File: config.mk
export PLATFORM = sky130hd
export DESIGN_NAME = accel_peak_valley_step_counter
export DESIGN_NICKNAME = d
export VERILOG_FILES = /design/src/rtl/core/apvsc_pkg.sv /design/src/rtl/core/apvsc_regs.sv /design/src/rtl/core/apvsc_front.sv /design/src/rtl/core/apvsc_queue.sv /design/src/rtl/core/apvsc_back.sv /design/src/rtl/core/accel_peak_valley_step_counter.sv
export SDC_FILE = /design/constraint.sdc
export NUM_CORES = 2
export LEC_CHECK = 0
export ABC_AREA = 1
export BUFFER_PORTS_ARGS = -buffer_cell sky130_fd_sc_hd__buf_2
export CAP_MARGIN = 10
export CORE_MARGIN = 8
export CORE_UTILIZATION = 30
export DETAILED_ROUTE_END_ITERATION = 10
export PLACE_DENSITY = 0.5
export SYNTH_ARGS = -nofsm -noshare
export SYNTH_HDL_FRONTEND = slang
export SYNTH_SLANG_ARGS = --single-unit
File: constraint.sdc
create_clock -name clk -period 6.11 [get_ports clk]
set_clock_uncertainty 0.15 [all_clocks]
set_input_delay 1.222 -clock clk [delete_from_list [all_inputs] [get_ports clk]]
set_output_delay 1.222 -clock clk [all_outputs]
set_load 0.02 [all_outputs]
File: src/rtl/core/apvsc_pkg.sv
`default_nettype none
// ----------------------------------------------------------------------------
// apvsc_pkg
// Shared types and constants of the peak/valley step counter.
// ----------------------------------------------------------------------------
package apvsc_pkg;

    localparam int CFG_INDEX_WIDTH = 8;
    localparam int CFG_DATA_WIDTH  = 16;
    localparam int LEVEL_SQ_WIDTH  = 2 * CFG_DATA_WIDTH;
    localparam int OUT_WIDTH       = 32;
    localparam int QUEUE_DEPTH     = 4;

    // Register indexes of the configuration port
    localparam logic [CFG_INDEX_WIDTH-1:0] REG_PEAK_LEVEL   = 8'd0;
    localparam logic [CFG_INDEX_WIDTH-1:0] REG_VALLEY_LEVEL = 8'd1;
    localparam logic [CFG_INDEX_WIDTH-1:0] REG_MIN_INTERVAL = 8'd2;
    localparam logic [CFG_INDEX_WIDTH-1:0] REG_STRIDE       = 8'd3;

    // Reset values: 12.5 m/s^2 and 10.2 m/s^2 in 1/128 m/s^2, 600 ms, 0.7 m
    localparam logic [CFG_DATA_WIDTH-1:0] PEAK_LEVEL_RST   = 16'd1600;
    localparam logic [CFG_DATA_WIDTH-1:0] VALLEY_LEVEL_RST = 16'd1306;
    localparam logic [CFG_DATA_WIDTH-1:0] MIN_INTERVAL_RST = 16'd600;
    localparam logic [CFG_DATA_WIDTH-1:0] STRIDE_RST       = 16'd700;

    localparam logic [LEVEL_SQ_WIDTH-1:0] PEAK_SQ_RST =
        LEVEL_SQ_WIDTH'(PEAK_LEVEL_RST) * LEVEL_SQ_WIDTH'(PEAK_LEVEL_RST);
    localparam logic [LEVEL_SQ_WIDTH-1:0] VALLEY_SQ_RST =
        LEVEL_SQ_WIDTH'(VALLEY_LEVEL_RST) * LEVEL_SQ_WIDTH'(VALLEY_LEVEL_RST);

    // Live configuration, levels already squared
    typedef struct packed {
        logic [LEVEL_SQ_WIDTH-1:0] peak_sq;
        logic [LEVEL_SQ_WIDTH-1:0] valley_sq;
        logic [CFG_DATA_WIDTH-1:0] min_interval_ms;
        logic [CFG_DATA_WIDTH-1:0] stride_mm;
    } apvsc_cfg_t;

    // Classification of one sample, passed from front to back
    typedef struct packed {
        logic below_peak;
        logic below_valley;
    } apvsc_class_t;

    localparam int CLASS_WIDTH = $bits(apvsc_class_t);

endpackage
`default_nettype wire

File: src/rtl/core/apvsc_regs.sv
`default_nettype none
// ----------------------------------------------------------------------------
// apvsc_regs
// Configuration registers; peak and valley levels are stored squared.
// ----------------------------------------------------------------------------
module apvsc_regs
    import apvsc_pkg::*;
(
    input  wire logic                       clk,
    input  wire logic                       rst_n,
    input  wire logic                       cfg_valid,
    output logic                            cfg_ready,
    input  wire logic [CFG_INDEX_WIDTH-1:0] cfg_index,
    input  wire logic [CFG_DATA_WIDTH-1:0]  cfg_data,
    output apvsc_cfg_t                      cfg
);

    apvsc_cfg_t                cfg_reg;
    logic [LEVEL_SQ_WIDTH-1:0] data_sq;

    assign data_sq   = {{CFG_DATA_WIDTH{1'b0}}, cfg_data} * {{CFG_DATA_WIDTH{1'b0}}, cfg_data};
    assign cfg_ready = 1'b1;
    assign cfg       = cfg_reg;

    always_ff @(posedge clk or negedge rst_n)
    begin
        if (!rst_n)
        begin
            cfg_reg.peak_sq         <= PEAK_SQ_RST;
            cfg_reg.valley_sq       <= VALLEY_SQ_RST;
            cfg_reg.min_interval_ms <= MIN_INTERVAL_RST;
            cfg_reg.stride_mm       <= STRIDE_RST;
        end
        else if (cfg_valid)
        begin
            case (cfg_index)
                REG_PEAK_LEVEL:   cfg_reg.peak_sq         <= data_sq;
                REG_VALLEY_LEVEL: cfg_reg.valley_sq       <= data_sq;
                REG_MIN_INTERVAL: cfg_reg.min_interval_ms <= cfg_data;
                REG_STRIDE:       cfg_reg.stride_mm       <= cfg_data;
                default:          ;
            endcase
        end
    end

endmodule
`default_nettype wire

File: src/rtl/core/apvsc_front.sv
`default_nettype none
// ----------------------------------------------------------------------------
// apvsc_front
// Two-stage classifier: square each axis, then sum and compare with levels.
// ----------------------------------------------------------------------------
module apvsc_front
    import apvsc_pkg::*;
#(
    parameter int SAMPLE_WIDTH = 16,
    parameter int TIME_WIDTH   = 48
)
(
    input  wire logic                           clk,
    input  wire logic                           rst_n,
    input  wire logic                           accept,
    input  wire logic signed [SAMPLE_WIDTH-1:0] accel_x,
    input  wire logic signed [SAMPLE_WIDTH-1:0] accel_y,
    input  wire logic signed [SAMPLE_WIDTH-1:0] accel_z,
    input  wire logic [TIME_WIDTH-1:0]          time_ms,
    input  wire logic [LEVEL_SQ_WIDTH-1:0]      peak_sq,
    input  wire logic [LEVEL_SQ_WIDTH-1:0]      valley_sq,
    output logic                                sq_valid,
    output logic                                item_valid,
    output apvsc_class_t                        item_class,
    output logic [TIME_WIDTH-1:0]               item_time
);

    localparam int SQ_W  = 2 * SAMPLE_WIDTH;
    localparam int MAG_W = SQ_W + 2;
    localparam int CMP_W = (MAG_W > LEVEL_SQ_WIDTH) ? MAG_W : LEVEL_SQ_WIDTH;

    logic signed [SQ_W-1:0] prod_x;
    logic signed [SQ_W-1:0] prod_y;
    logic signed [SQ_W-1:0] prod_z;
    logic [SQ_W-1:0]        sq_x_reg;
    logic [SQ_W-1:0]        sq_y_reg;
    logic [SQ_W-1:0]        sq_z_reg;
    logic [TIME_WIDTH-1:0]  sq_time_reg;
    logic                   sq_valid_reg;
    logic [CMP_W-1:0]       mag;
    apvsc_class_t           class_next;
    apvsc_class_t           class_reg;
    logic [TIME_WIDTH-1:0]  time_reg;
    logic                   valid_reg;

    // A square is never negative and fits the unsigned product width
    assign prod_x = SQ_W'(accel_x) * SQ_W'(accel_x);
    assign prod_y = SQ_W'(accel_y) * SQ_W'(accel_y);
    assign prod_z = SQ_W'(accel_z) * SQ_W'(accel_z);

    assign mag = CMP_W'(sq_x_reg) + CMP_W'(sq_y_reg) + CMP_W'(sq_z_reg);

    always_comb
    begin
        class_next.below_peak   = mag < CMP_W'(peak_sq);
        class_next.below_valley = mag < CMP_W'(valley_sq);
    end

    always_ff @(posedge clk or negedge rst_n)
    begin
        if (!rst_n)
        begin
            sq_valid_reg <= 1'b0;
            valid_reg    <= 1'b0;
        end
        else
        begin
            sq_valid_reg <= accept;
            valid_reg    <= sq_valid_reg;
        end
    end

    always_ff @(posedge clk)
    begin
        if (accept)
        begin
            sq_x_reg    <= SQ_W'(unsigned'(prod_x));
            sq_y_reg    <= SQ_W'(unsigned'(prod_y));
            sq_z_reg    <= SQ_W'(unsigned'(prod_z));
            sq_time_reg <= time_ms;
        end
        if (sq_valid_reg)
        begin
            class_reg <= class_next;
            time_reg  <= sq_time_reg;
        end
    end

    assign sq_valid   = sq_valid_reg;
    assign item_valid = valid_reg;
    assign item_class = class_reg;
    assign item_time  = time_reg;

endmodule
`default_nettype wire

File: src/rtl/core/apvsc_queue.sv
`default_nettype none
// ----------------------------------------------------------------------------
// apvsc_queue
// Small show-ahead queue between the classifier and the step tracker.
// ----------------------------------------------------------------------------
module apvsc_queue
#(
    parameter int WIDTH = 50,
    parameter int DEPTH = 4
)
(
    input  wire logic                       clk,
    input  wire logic                       rst_n,
    input  wire logic                       push,
    input  wire logic [WIDTH-1:0]           push_data,
    input  wire logic                       pop,
    output logic [WIDTH-1:0]                pop_data,
    output logic                            not_empty,
    output logic [$clog2(DEPTH+1)-1:0]      count
);

    localparam int PTR_W = (DEPTH > 1) ? $clog2(DEPTH) : 1;
    localparam int CNT_W = $clog2(DEPTH + 1);

    logic [WIDTH-1:0] mem [DEPTH];
    logic [PTR_W-1:0] wr_ptr_reg;
    logic [PTR_W-1:0] rd_ptr_reg;
    logic [CNT_W-1:0] count_reg;

    function automatic logic [PTR_W-1:0] ptr_inc(input logic [PTR_W-1:0] ptr);
        ptr_inc = (ptr == PTR_W'(DEPTH - 1)) ? '0 : ptr + PTR_W'(1);
    endfunction

    always_ff @(posedge clk or negedge rst_n)
    begin
        if (!rst_n)
        begin
            wr_ptr_reg <= '0;
            rd_ptr_reg <= '0;
            count_reg  <= '0;
        end
        else
        begin
            if (push)
            begin
                wr_ptr_reg <= ptr_inc(wr_ptr_reg);
            end
            if (pop)
            begin
                rd_ptr_reg <= ptr_inc(rd_ptr_reg);
            end
            if (push && !pop)
            begin
                count_reg <= count_reg + CNT_W'(1);
            end
            else if (pop && !push)
            begin
                count_reg <= count_reg - CNT_W'(1);
            end
        end
    end

    always_ff @(posedge clk)
    begin
        if (push)
        begin
            mem[wr_ptr_reg] <= push_data;
        end
    end

    assign pop_data  = mem[rd_ptr_reg];
    assign not_empty = (count_reg != '0);
    assign count     = count_reg;

endmodule
`default_nettype wire

File: src/rtl/core/apvsc_back.sv
`default_nettype none
// ----------------------------------------------------------------------------
// apvsc_back
// Step tracker: arm/disarm logic, interval check, saturating totals, result
// register.
// ----------------------------------------------------------------------------
module apvsc_back
    import apvsc_pkg::*;
#(
    parameter int TIME_WIDTH  = 48,
    parameter int COUNT_WIDTH = 32
)
(
    input  wire logic                      clk,
    input  wire logic                      rst_n,
    input  wire logic                      item_valid,
    input  wire apvsc_class_t              item_class,
    input  wire logic [TIME_WIDTH-1:0]     item_time,
    input  wire logic [CFG_DATA_WIDTH-1:0] min_interval_ms,
    input  wire logic [CFG_DATA_WIDTH-1:0] stride_mm,
    output logic                           pop,
    output logic                           out_valid,
    input  wire logic                      out_ready,
    output logic                           step_seen,
    output logic [OUT_WIDTH-1:0]           total_steps,
    output logic [OUT_WIDTH-1:0]           total_distance_mm
);

    localparam int SUM_W = COUNT_WIDTH + 1;

    logic                   prev_below_reg;
    logic                   armed_reg;
    logic                   armed_next;
    logic [TIME_WIDTH-1:0]  last_step_reg;
    logic [COUNT_WIDTH-1:0] steps_reg;
    logic [COUNT_WIDTH-1:0] steps_next;
    logic [COUNT_WIDTH-1:0] dist_reg;
    logic [COUNT_WIDTH-1:0] dist_next;
    logic                   step_seen_reg;
    logic                   out_valid_reg;
    logic [TIME_WIDTH-1:0]  gap;
    logic                   step;
    logic [SUM_W-1:0]       steps_sum;
    logic [SUM_W-1:0]       dist_sum;

    assign pop = item_valid && (!out_valid_reg || out_ready);

    // Interval wraps modulo the timestamp width
    assign gap  = item_time - last_step_reg;
    assign step = armed_reg && prev_below_reg && !item_class.below_peak
                  && (gap > TIME_WIDTH'(min_interval_ms));

    assign steps_sum = SUM_W'(steps_reg) + SUM_W'(1);
    assign dist_sum  = SUM_W'(dist_reg) + SUM_W'(stride_mm);

    always_comb
    begin
        steps_next = steps_reg;
        dist_next  = dist_reg;
        if (step)
        begin
            steps_next = steps_sum[COUNT_WIDTH] ? {COUNT_WIDTH{1'b1}}
                                                : steps_sum[COUNT_WIDTH-1:0];
            dist_next  = dist_sum[COUNT_WIDTH] ? {COUNT_WIDTH{1'b1}}
                                               : dist_sum[COUNT_WIDTH-1:0];
        end
    end

    // Disarm on a step; re-arm below the valley only while disarmed
    always_comb
    begin
        if (armed_reg)
        begin
            armed_next = !step;
        end
        else
        begin
            armed_next = item_class.below_valley;
        end
    end

    always_ff @(posedge clk or negedge rst_n)
    begin
        if (!rst_n)
        begin
            prev_below_reg <= 1'b1;
            armed_reg      <= 1'b1;
            last_step_reg  <= '0;
            steps_reg      <= '0;
            dist_reg       <= '0;
            step_seen_reg  <= 1'b0;
            out_valid_reg  <= 1'b0;
        end
        else if (pop)
        begin
            prev_below_reg <= item_class.below_peak;
            armed_reg      <= armed_next;
            if (step)
            begin
                last_step_reg <= item_time;
            end
            steps_reg     <= steps_next;
            dist_reg      <= dist_next;
            step_seen_reg <= step;
            out_valid_reg <= 1'b1;
        end
        else if (out_ready)
        begin
            out_valid_reg <= 1'b0;
        end
    end

    // Totals change only when a new result loads, so they drive the port directly
    assign out_valid         = out_valid_reg;
    assign step_seen         = step_seen_reg;
    assign total_steps       = OUT_WIDTH'(steps_reg);
    assign total_distance_mm = OUT_WIDTH'(dist_reg);

endmodule
`default_nettype wire

File: src/rtl/core/accel_peak_valley_step_counter.sv
`default_nettype none
// ----------------------------------------------------------------------------
// accel_peak_valley_step_counter
// Peak/valley pedometer on three-axis acceleration samples.
// ----------------------------------------------------------------------------
// Usage:
//   Input channel (in_valid/in_ready) moves one word per sample: accel_x,
//   accel_y, accel_z in 1/128 m/s^2 and the millisecond timestamp time_ms.
//   Output channel (out_valid/out_ready) returns exactly one word per sample:
//   step_seen and the saturating totals total_steps and total_distance_mm.
//   Configuration channel (cfg_valid/cfg_ready, cfg_index, cfg_data) writes
//   peak level, valley level, minimum interval and stride; write it only
//   while no sample is in flight. cfg_ready is always high.
// Timing:
//   An accepted sample passes two classifier stages (squares, then sum and
//   level compare), one queue write and one tracker update before its result
//   is valid. Throughput is one sample per cycle while out_ready stays high.
// Stalls:
//   The result register frees as soon as it is taken, so the tracker drains
//   the queue at full rate. When out_ready stays low, the queue fills and
//   in_ready drops once queue plus classifier stages hold four samples.
// Reset:
//   rst_n clears the queue and the stages, loads the default levels, and arms
//   the detector with zero totals and the last step time at zero.
// ----------------------------------------------------------------------------
module accel_peak_valley_step_counter
    import apvsc_pkg::*;
#(
    parameter int SAMPLE_WIDTH = 16,
    parameter int TIME_WIDTH   = 48,
    parameter int COUNT_WIDTH  = 32
)
(
    input  wire logic                           clk,
    input  wire logic                           rst_n,
    input  wire logic                           in_valid,
    output logic                                in_ready,
    input  wire logic signed [SAMPLE_WIDTH-1:0] accel_x,
    input  wire logic signed [SAMPLE_WIDTH-1:0] accel_y,
    input  wire logic signed [SAMPLE_WIDTH-1:0] accel_z,
    input  wire logic [TIME_WIDTH-1:0]          time_ms,
    output logic                                out_valid,
    input  wire logic                           out_ready,
    output logic                                step_seen,
    output logic [OUT_WIDTH-1:0]                total_steps,
    output logic [OUT_WIDTH-1:0]                total_distance_mm,
    input  wire logic                           cfg_valid,
    output logic                                cfg_ready,
    input  wire logic [CFG_INDEX_WIDTH-1:0]     cfg_index,
    input  wire logic [CFG_DATA_WIDTH-1:0]      cfg_data
);

    localparam int Q_WIDTH = CLASS_WIDTH + TIME_WIDTH;
    localparam int CNT_W   = $clog2(QUEUE_DEPTH + 1);
    localparam int OCC_W   = CNT_W + 1;

    apvsc_cfg_t            cfg;
    logic                  accept;
    logic                  sq_valid;
    logic                  front_valid;
    apvsc_class_t          front_class;
    logic [TIME_WIDTH-1:0] front_time;
    logic [Q_WIDTH-1:0]    q_data;
    logic                  q_not_empty;
    logic [CNT_W-1:0]      q_count;
    logic                  q_pop;
    apvsc_class_t          back_class;
    logic [TIME_WIDTH-1:0] back_time;
    logic [OCC_W-1:0]      occupancy;

    // Count samples in the classifier stages and the queue; the front never
    // stalls, so hold off new words only when the queue could not take them all
    assign occupancy = OCC_W'(q_count) + OCC_W'(sq_valid) + OCC_W'(front_valid);
    assign in_ready  = occupancy < OCC_W'(QUEUE_DEPTH);
    assign accept    = in_valid && in_ready;

    apvsc_regs u_regs (
        .clk       (clk),
        .rst_n     (rst_n),
        .cfg_valid (cfg_valid),
        .cfg_ready (cfg_ready),
        .cfg_index (cfg_index),
        .cfg_data  (cfg_data),
        .cfg       (cfg)
    );

    apvsc_front #(
        .SAMPLE_WIDTH (SAMPLE_WIDTH),
        .TIME_WIDTH   (TIME_WIDTH)
    ) u_front (
        .clk        (clk),
        .rst_n      (rst_n),
        .accept     (accept),
        .accel_x    (accel_x),
        .accel_y    (accel_y),
        .accel_z    (accel_z),
        .time_ms    (time_ms),
        .peak_sq    (cfg.peak_sq),
        .valley_sq  (cfg.valley_sq),
        .sq_valid   (sq_valid),
        .item_valid (front_valid),
        .item_class (front_class),
        .item_time  (front_time)
    );

    apvsc_queue #(
        .WIDTH (Q_WIDTH),
        .DEPTH (QUEUE_DEPTH)
    ) u_queue (
        .clk       (clk),
        .rst_n     (rst_n),
        .push      (front_valid),
        .push_data ({front_class, front_time}),
        .pop       (q_pop),
        .pop_data  (q_data),
        .not_empty (q_not_empty),
        .count     (q_count)
    );

    assign back_class = apvsc_class_t'(q_data[Q_WIDTH-1:TIME_WIDTH]);
    assign back_time  = q_data[TIME_WIDTH-1:0];

    apvsc_back #(
        .TIME_WIDTH  (TIME_WIDTH),
        .COUNT_WIDTH (COUNT_WIDTH)
    ) u_back (
        .clk               (clk),
        .rst_n             (rst_n),
        .item_valid        (q_not_empty),
        .item_class        (back_class),
        .item_time         (back_time),
        .min_interval_ms   (cfg.min_interval_ms),
        .stride_mm         (cfg.stride_mm),
        .pop               (q_pop),
        .out_valid         (out_valid),
        .out_ready         (out_ready),
        .step_seen         (step_seen),
        .total_steps       (total_steps),
        .total_distance_mm (total_distance_mm)
    );

endmodule
`default_nettype wire

# After elaboration in Yosys (flattened, before gate mapping)
# Memories as Yosys holds them, arrays and structs flattened.
# Index checks and enable logic that the tools add are counted.
dict set report classes {
  order_cmp 4
  mux 11
  multipliers 4
  n_reduce_logical 22
  n_addsub 11
  n_eq_ne 5
}
# cell count
set op_table {}
lappend op_table {{$mul 16x16->32} 4}
lappend op_table {{$lt 34x32->1} 2}
lappend op_table {{$mux 32} 2}
lappend op_table {{$gt 48x16->1} 1}
lappend op_table {{$sub 48x48->48} 1}
lappend op_table {{$add 34x32->34} 1}
lappend op_table {{$add 32x1->33 const B} 1}
lappend op_table {{$add 32x16->33} 1}
lappend op_table {{$add 32x32->33} 1}
lappend op_table {{$eq 8x2->1 const B} 2}
lappend op_table {{$reduce_and 2->1} 5}
lappend op_table {{$eq 8x1->1 const B} 1}
lappend op_table {{$logic_not 8->1} 1}
lappend op_table {{$logic_and 1x1->1} 7}
lappend op_table {{$mux 3} 2}
lappend op_table {{$logic_not 1->1} 5}
lappend op_table {{$mux 1} 5}
lappend op_table {{$add 2x1->2 const B} 2}
lappend op_table {{$add 3x1->4} 1}
lappend op_table {{$add 4x1->4} 1}
lappend op_table {{$eq 2x2->1 const B} 2}
lappend op_table {{$lt 4x3->1 const B} 1}
lappend op_table {{$mux 2} 2}
lappend op_table {{$reduce_bool 2->1} 2}
lappend op_table {{4 further kinds} 4}
dict set report totals {
  elab_cells 81
  ramBits 200
  out_inout_bits 68
  reg_bits 415
  mem_count 1
}
# memory words word_bits read_ports rd_clocked_by_memory_dff wr line_no
set memory_table {}
lappend memory_table {u_queue.mem 4 50 1 0 1 apvsc_queue.sv:25} ;# logic [WIDTH-1:0] mem [DEPTH];

# Longest topological paths before layout
dict set report depth {
  depth_word 6
  depth_mapped 35
}

# Hierarchy
# Synthesis repeated with hierarchy kept, for this count alone.
dict set report unflattened {
  hier_cells 8220
  hier_area_um2 69330.2
}
# module area_per_inst_um2 cells_each instances seq_area_each_um2
set by_module_without_submodules {}
lappend by_module_without_submodules {apvsc_front 37795.0 4155 1 5785.5}
lappend by_module_without_submodules {apvsc_regs 11608.6 1494 1 2381.0}
lappend by_module_without_submodules {apvsc_back 11444.7 1925 1 2905.3}
lappend by_module_without_submodules {apvsc_queue 8430.6 636 1 6180.9}
lappend by_module_without_submodules {accel_peak_valley_step_counter 51.3 10 1 0.0}

# Least setup slack after synthesis
# OpenSTA, ideal clock, no wires.
dict set report synth_path {
  path_kind {in2reg}
  start {input port cfg_data[13]}
  end {register u_regs.cfg[90] (netlist name)}
  arrival_time_ns 6.817
  setup_time_ns 0.130
  slack_ns -0.987
  path_stages 30
  cell_sequence {clkbuf_1 -> clkbuf_1 -> nand2_1 -> fa_1 -> inv_1 -> fa_1 -> inv_1 -> fa_1 -> inv_1 -> fa_1 -> inv_1 -> fa_1 -> inv_1 -> fa_1 -> ha_1 -> a21oi_1 -> inv_1 -> a21oi_1 -> o21ai_0 -> a21oi_1 -> nor2_1 -> nor2_1 -> inv_1 -> nand2_1 -> nand2_1 -> nand3_1 -> nand2_1 -> or2_2 -> nand3_1 -> o21ai_0}
}
dict set report synth_via {
  elab_chain_len 1
}
# element line_no
set synth_lines {}
lappend synth_lines {{start: declaration} accel_peak_valley_step_counter.sv:50} ;# input wire logic [CFG_DATA_WIDTH-1:0] cfg_data
lappend synth_lines {{$mul 16x16->32} apvsc_regs.sv:21} ;# assign data_sq = {{CFG_DATA_WIDTH{1'b0}}, cfg_data} * {{CFG_DATA_WIDTH{1'b0}}, cfg_data};
# Every way passes these cells.
# A chain may end at the register's enable or synchronous reset.

# Worst setup path in the final report
dict set report layout_path {
  start {input port cfg_data[10]}
  end {register u_regs.cfg[91] (netlist name)}
}
dict set report layout_via {
  elab_chain_len 1
}
# element line_no
set layout_lines {}
lappend layout_lines {{$mul 16x16->32} apvsc_regs.sv:21}
# Every way passes these cells.

==> run summary <==
STATUS
-------------------------------------------------------------------------------------------
Result of the run                                                              finished clean

LOGIC SYNTHESIS
-------------------------------------------------------------------------------------------
Synth Flop Type                                                                sky130_fd_sc_hd__edfxtp_1
Top cells by area, synth                                                       sky130_fd_sc_hd__fa_1 26%, sky130_fd_sc_hd__edfxtp_1 17%, sky130_fd_sc_hd__inv_1 11%
Share of synthesized area occupied by flip-flops and latches                          25.5%
Post-synth top area share                                                             26.4%
Number of synthesized register bits                                                     610
Largest area contributor in the synthesized netlist                            sky130_fd_sc_hd__fa_1
Syn Inst Count                                                                         7915
Warning count from the yosys run                                                          0
Number of library cell types mapped by synthesis                                         58
Average size of a mapped cell                                                      8.55 µm²
Most used standard cell by instance count after synthesis                      sky130_fd_sc_hd__inv_1
Number of enable flip-flop cells after synthesis                                        391
Commonest cells in the netlist                                                 1976 x sky130_fd_sc_hd__inv_1, 1665 x sky130_fd_sc_hd__nand2_1, 891 x sky130_fd_sc_hd__fa_1, 566 x sky130_fd_sc_hd__ha_1, 415 x sky130_fd_sc_hd__nor2_1
Synthesized Nets                                                                       9497
Synth async-reset ratio                                                               35.9%
Syn Std Cell Area                                                                0.0677 mm²

CLOCK TREE
-------------------------------------------------------------------------------------------
Clock tree root buffer cell                                                    sky130_fd_sc_hd__clkbuf_16
Clock edge transition at the registers on the reported setup and hold paths         0.06 ns
TritonCTS sink count                                                                    610
CTS H-tree depth                                                                          3
CTS tree                                                                               done
Cts bufs inserted                                                                        75
Insertion delay to the later sink of the worst-skew pair                            0.66 ns
Buffers from clock root to sink, at most                                                  3

GLOBAL ROUTING
-------------------------------------------------------------------------------------------
Highest-utilization routing layer at the global route stage                            met2
Antenna violations before repair                                                          7
Via count of the first global-routing pass                                            55.9k
Largest net degree at the start of global routing                                       124
Remaining global-route overflow                                                           0
GR Layer Usage met1                                                                   19.8%
Global-route track usage on met2                                                      26.0%
Global-route wire length before repair                                            294000 µm
Combined global-route utilization of all metal layers                                 14.8%
Global Route met3 Usage                                                               1.53%

DIE
-------------------------------------------------------------------------------------------
Core footprint                                                                    0.224 mm²
Placement row count                                                                     174
Die Ht                                                                               491 µm
IO Pins                                                                                 193
Horizontal die dimension                                                             491 µm
Die Area                                                                          0.241 mm²
Initial cell density of the core                                                      30.1%

DRT
-------------------------------------------------------------------------------------------
Routed via count                                                                      52.6k
Final routed wire length divided by cell count                                      15.1 µm
Number of iterations in the first detailed-routing pass                                   5
Number of design-rule violations left by the first detailed-router iteration           2383
Number of remaining DRC errors                                                            0
Vias per std cell                                                                      4.42
Antenna Violating Nets Remaining                                                          0
Post-Route WL                                                                     180000 µm

STA
-------------------------------------------------------------------------------------------
Tightest slew margin relative to the limit                                            27.1%
Unrepaired setup endpoints after global routing                                         yes
Final hold violations                                                                     0
Clock period minus final worst setup slack                                          6.06 ns
Post-route clock period utilization                                                   99.2%
Worst Tran Pin Value                                                                1.09 ns
Finish-stage setup viols                                                                  0
Max Slew Vio Count                                                                        0
Fmax                                                                                165 MHz
Summed negative setup slack over all endpoints                                         0 ns

WORST SETUP PATH
-------------------------------------------------------------------------------------------
Arrival time of the worst setup path                                                6.42 ns
Critical path fanouts, max                                                                7
Startpoint types                                                                  input pin
Worst-case register-to-register setup slack                                         0.36 ns
CP endpoint kind                                                                  flip-flop
CP Class                                                                          in -> reg
Required time worst endpoint                                                        6.47 ns

MIN PATH
-------------------------------------------------------------------------------------------
Class of the most critical hold timing path                                      reg -> reg

PLACED DESIGN
-------------------------------------------------------------------------------------------
Number of buffer cells added on primary ports                                           191
Final estimated routing congestion in global placement                                0.871
Final HPWL DP                                                                     147000 µm

FINAL LAYOUT
-------------------------------------------------------------------------------------------
Flip-flop count of the largest register after layout                                    200
Final Net Count                                                                       10.4k
Area grow syn2layout                                                                  23.8%
Number of fill cells in the layout                                                    22.9k
Ratio of cells with drive above 1 in the final layout                                 19.2%
Diodes inserted                                                                           0

JOB
-------------------------------------------------------------------------------------------
Number of max-capacitance violations reported                                             0

logic make-up (layout without fill, tap and decap cells):
kind of cell	count (synthesis)	in the layout	share of synthesized area, %
simple gates	2589	2589	15.6
buf+inv	2198	3188	12.3
fa+ha+maj	1457	1457	36.8
compound gates	817	817	6.61
flops	610	610	25.5
xor+xnor	242	242	3.13
other cells	1	1	0.00554
mux	1	1	0.0166
critical path, stage by stage:
cell	delay [ns]
sky130_fd_sc_hd__buf_8	0.12
sky130_fd_sc_hd__buf_8	0.13
sky130_fd_sc_hd__nand2_2	0.05
sky130_fd_sc_hd__inv_2	0.04
sky130_fd_sc_hd__fa_1	0.59
sky130_fd_sc_hd__inv_2	0.05
sky130_fd_sc_hd__fa_1	0.56
sky130_fd_sc_hd__inv_2	0.04
sky130_fd_sc_hd__fa_1	0.49
sky130_fd_sc_hd__inv_2	0.04
sky130_fd_sc_hd__fa_1	0.55
sky130_fd_sc_hd__fa_1	0.42
sky130_fd_sc_hd__fa_1	0.51
sky130_fd_sc_hd__inv_2	0.05
sky130_fd_sc_hd__ha_4	0.26
sky130_fd_sc_hd__a21oi_4	0.13
sky130_fd_sc_hd__o21ai_2	0.07
sky130_fd_sc_hd__a21oi_2	0.15
sky130_fd_sc_hd__nand3_2	0.12
sky130_fd_sc_hd__a21o_1	0.21
sky130_fd_sc_hd__a21boi_2	0.22
sky130_fd_sc_hd__buf_4	0.16
sky130_fd_sc_hd__xor2_2	0.15
sky130_fd_sc_hd__o21ai_1	0.07
placed cells by master (no fill, tap or decap), types with 143 or more instances in the layout:
cell                       instances
sky130_fd_sc_hd__fa_1            860
sky130_fd_sc_hd__buf_4           839
sky130_fd_sc_hd__ha_1            496
sky130_fd_sc_hd__inv_1          1898
sky130_fd_sc_hd__a21oi_1         236
sky130_fd_sc_hd__dfrtp_1         192
sky130_fd_sc_hd__o21ai_0         273
sky130_fd_sc_hd__edfxtp_1        391
sky130_fd_sc_hd__nand2_1        1568
sky130_fd_sc_hd__nand3_1         303
sky130_fd_sc_hd__xor2_1          143
sky130_fd_sc_hd__nor2_1          394
per-layer routing:
metal | wire length (µm) | part of all wire, %
met5 | 44 | 0.024
met1 | 82900 | 46
met4 | 2910 | 1.6
met3 | 5660 | 3.1
met2 | 88300 | 49
final cells by class:
type	count	area (µm²)	area share [%]
Sequential cell	610	17300	20.6
Tap cell	2992	3740	4.47
Inverter	1982	7460	8.90
Clock inverter	36	390	0.466
Multi-Input combinational cell	5107	44400	53.0
Clock buffer	102	2140	2.56
Timing Repair Buffer	1068	8410	10.0
per-stage QoR:
step           hold slack [ns]  area, µm²  worst slack [ns]  utilization (%)  instances
2_1_floorplan            0.250      70000            -0.413                -       7915
3_3_place_gp             0.252      79300             -1.07             35.4      11708
3_5_place_dp             0.255      79300             -1.03             35.4      11708
4_1_cts                  0.261      82300          -0.00791             36.7      11862
5_1_grt                  0.268      83800            -0.171             37.3      11897
6_report                 0.263      83800            0.0484             37.3      11897
worst paths after layout:
| path | startpoint | endpoint | cells past startpoint |
|---|---|---|---|
| max | cfg_data[10] | u_regs.cfg[91]$_DFFE_PN0P_ | 24 |
| min | u_front.sq_time_reg[47]$_DFFE_PP_ | u_front.item_time[47]$_DFFE_PP_ | 0 |
| max reg2reg | u_front.sq_y_reg[3]$_DFFE_PP_ | u_front.item_class[0]$_DFFE_PP_ | 30 |
| min reg2reg | u_front.sq_time_reg[47]$_DFFE_PP_ | u_front.item_time[47]$_DFFE_PP_ | 0 |
| max in group asynchronous | rst_n | u_queue.rd_ptr_reg[0]$_DFFE_PN0P_ | 2 |
| min in group asynchronous | rst_n | u_back.total_distance_mm[12]$_DFFE_PN0P_ | 1 |
repair_timing:
action	CTS	global route
hold buffers	0	0
gates resized for setup	102	337
pin swaps	35	186
setup buffers	23	31
gates cloned	0	5
endpoints found under the setup margin	22	137
Power is left out: the tool's default activity adds up to more than one toggle a clock period on the data nets, which glitch-free logic cannot reach.
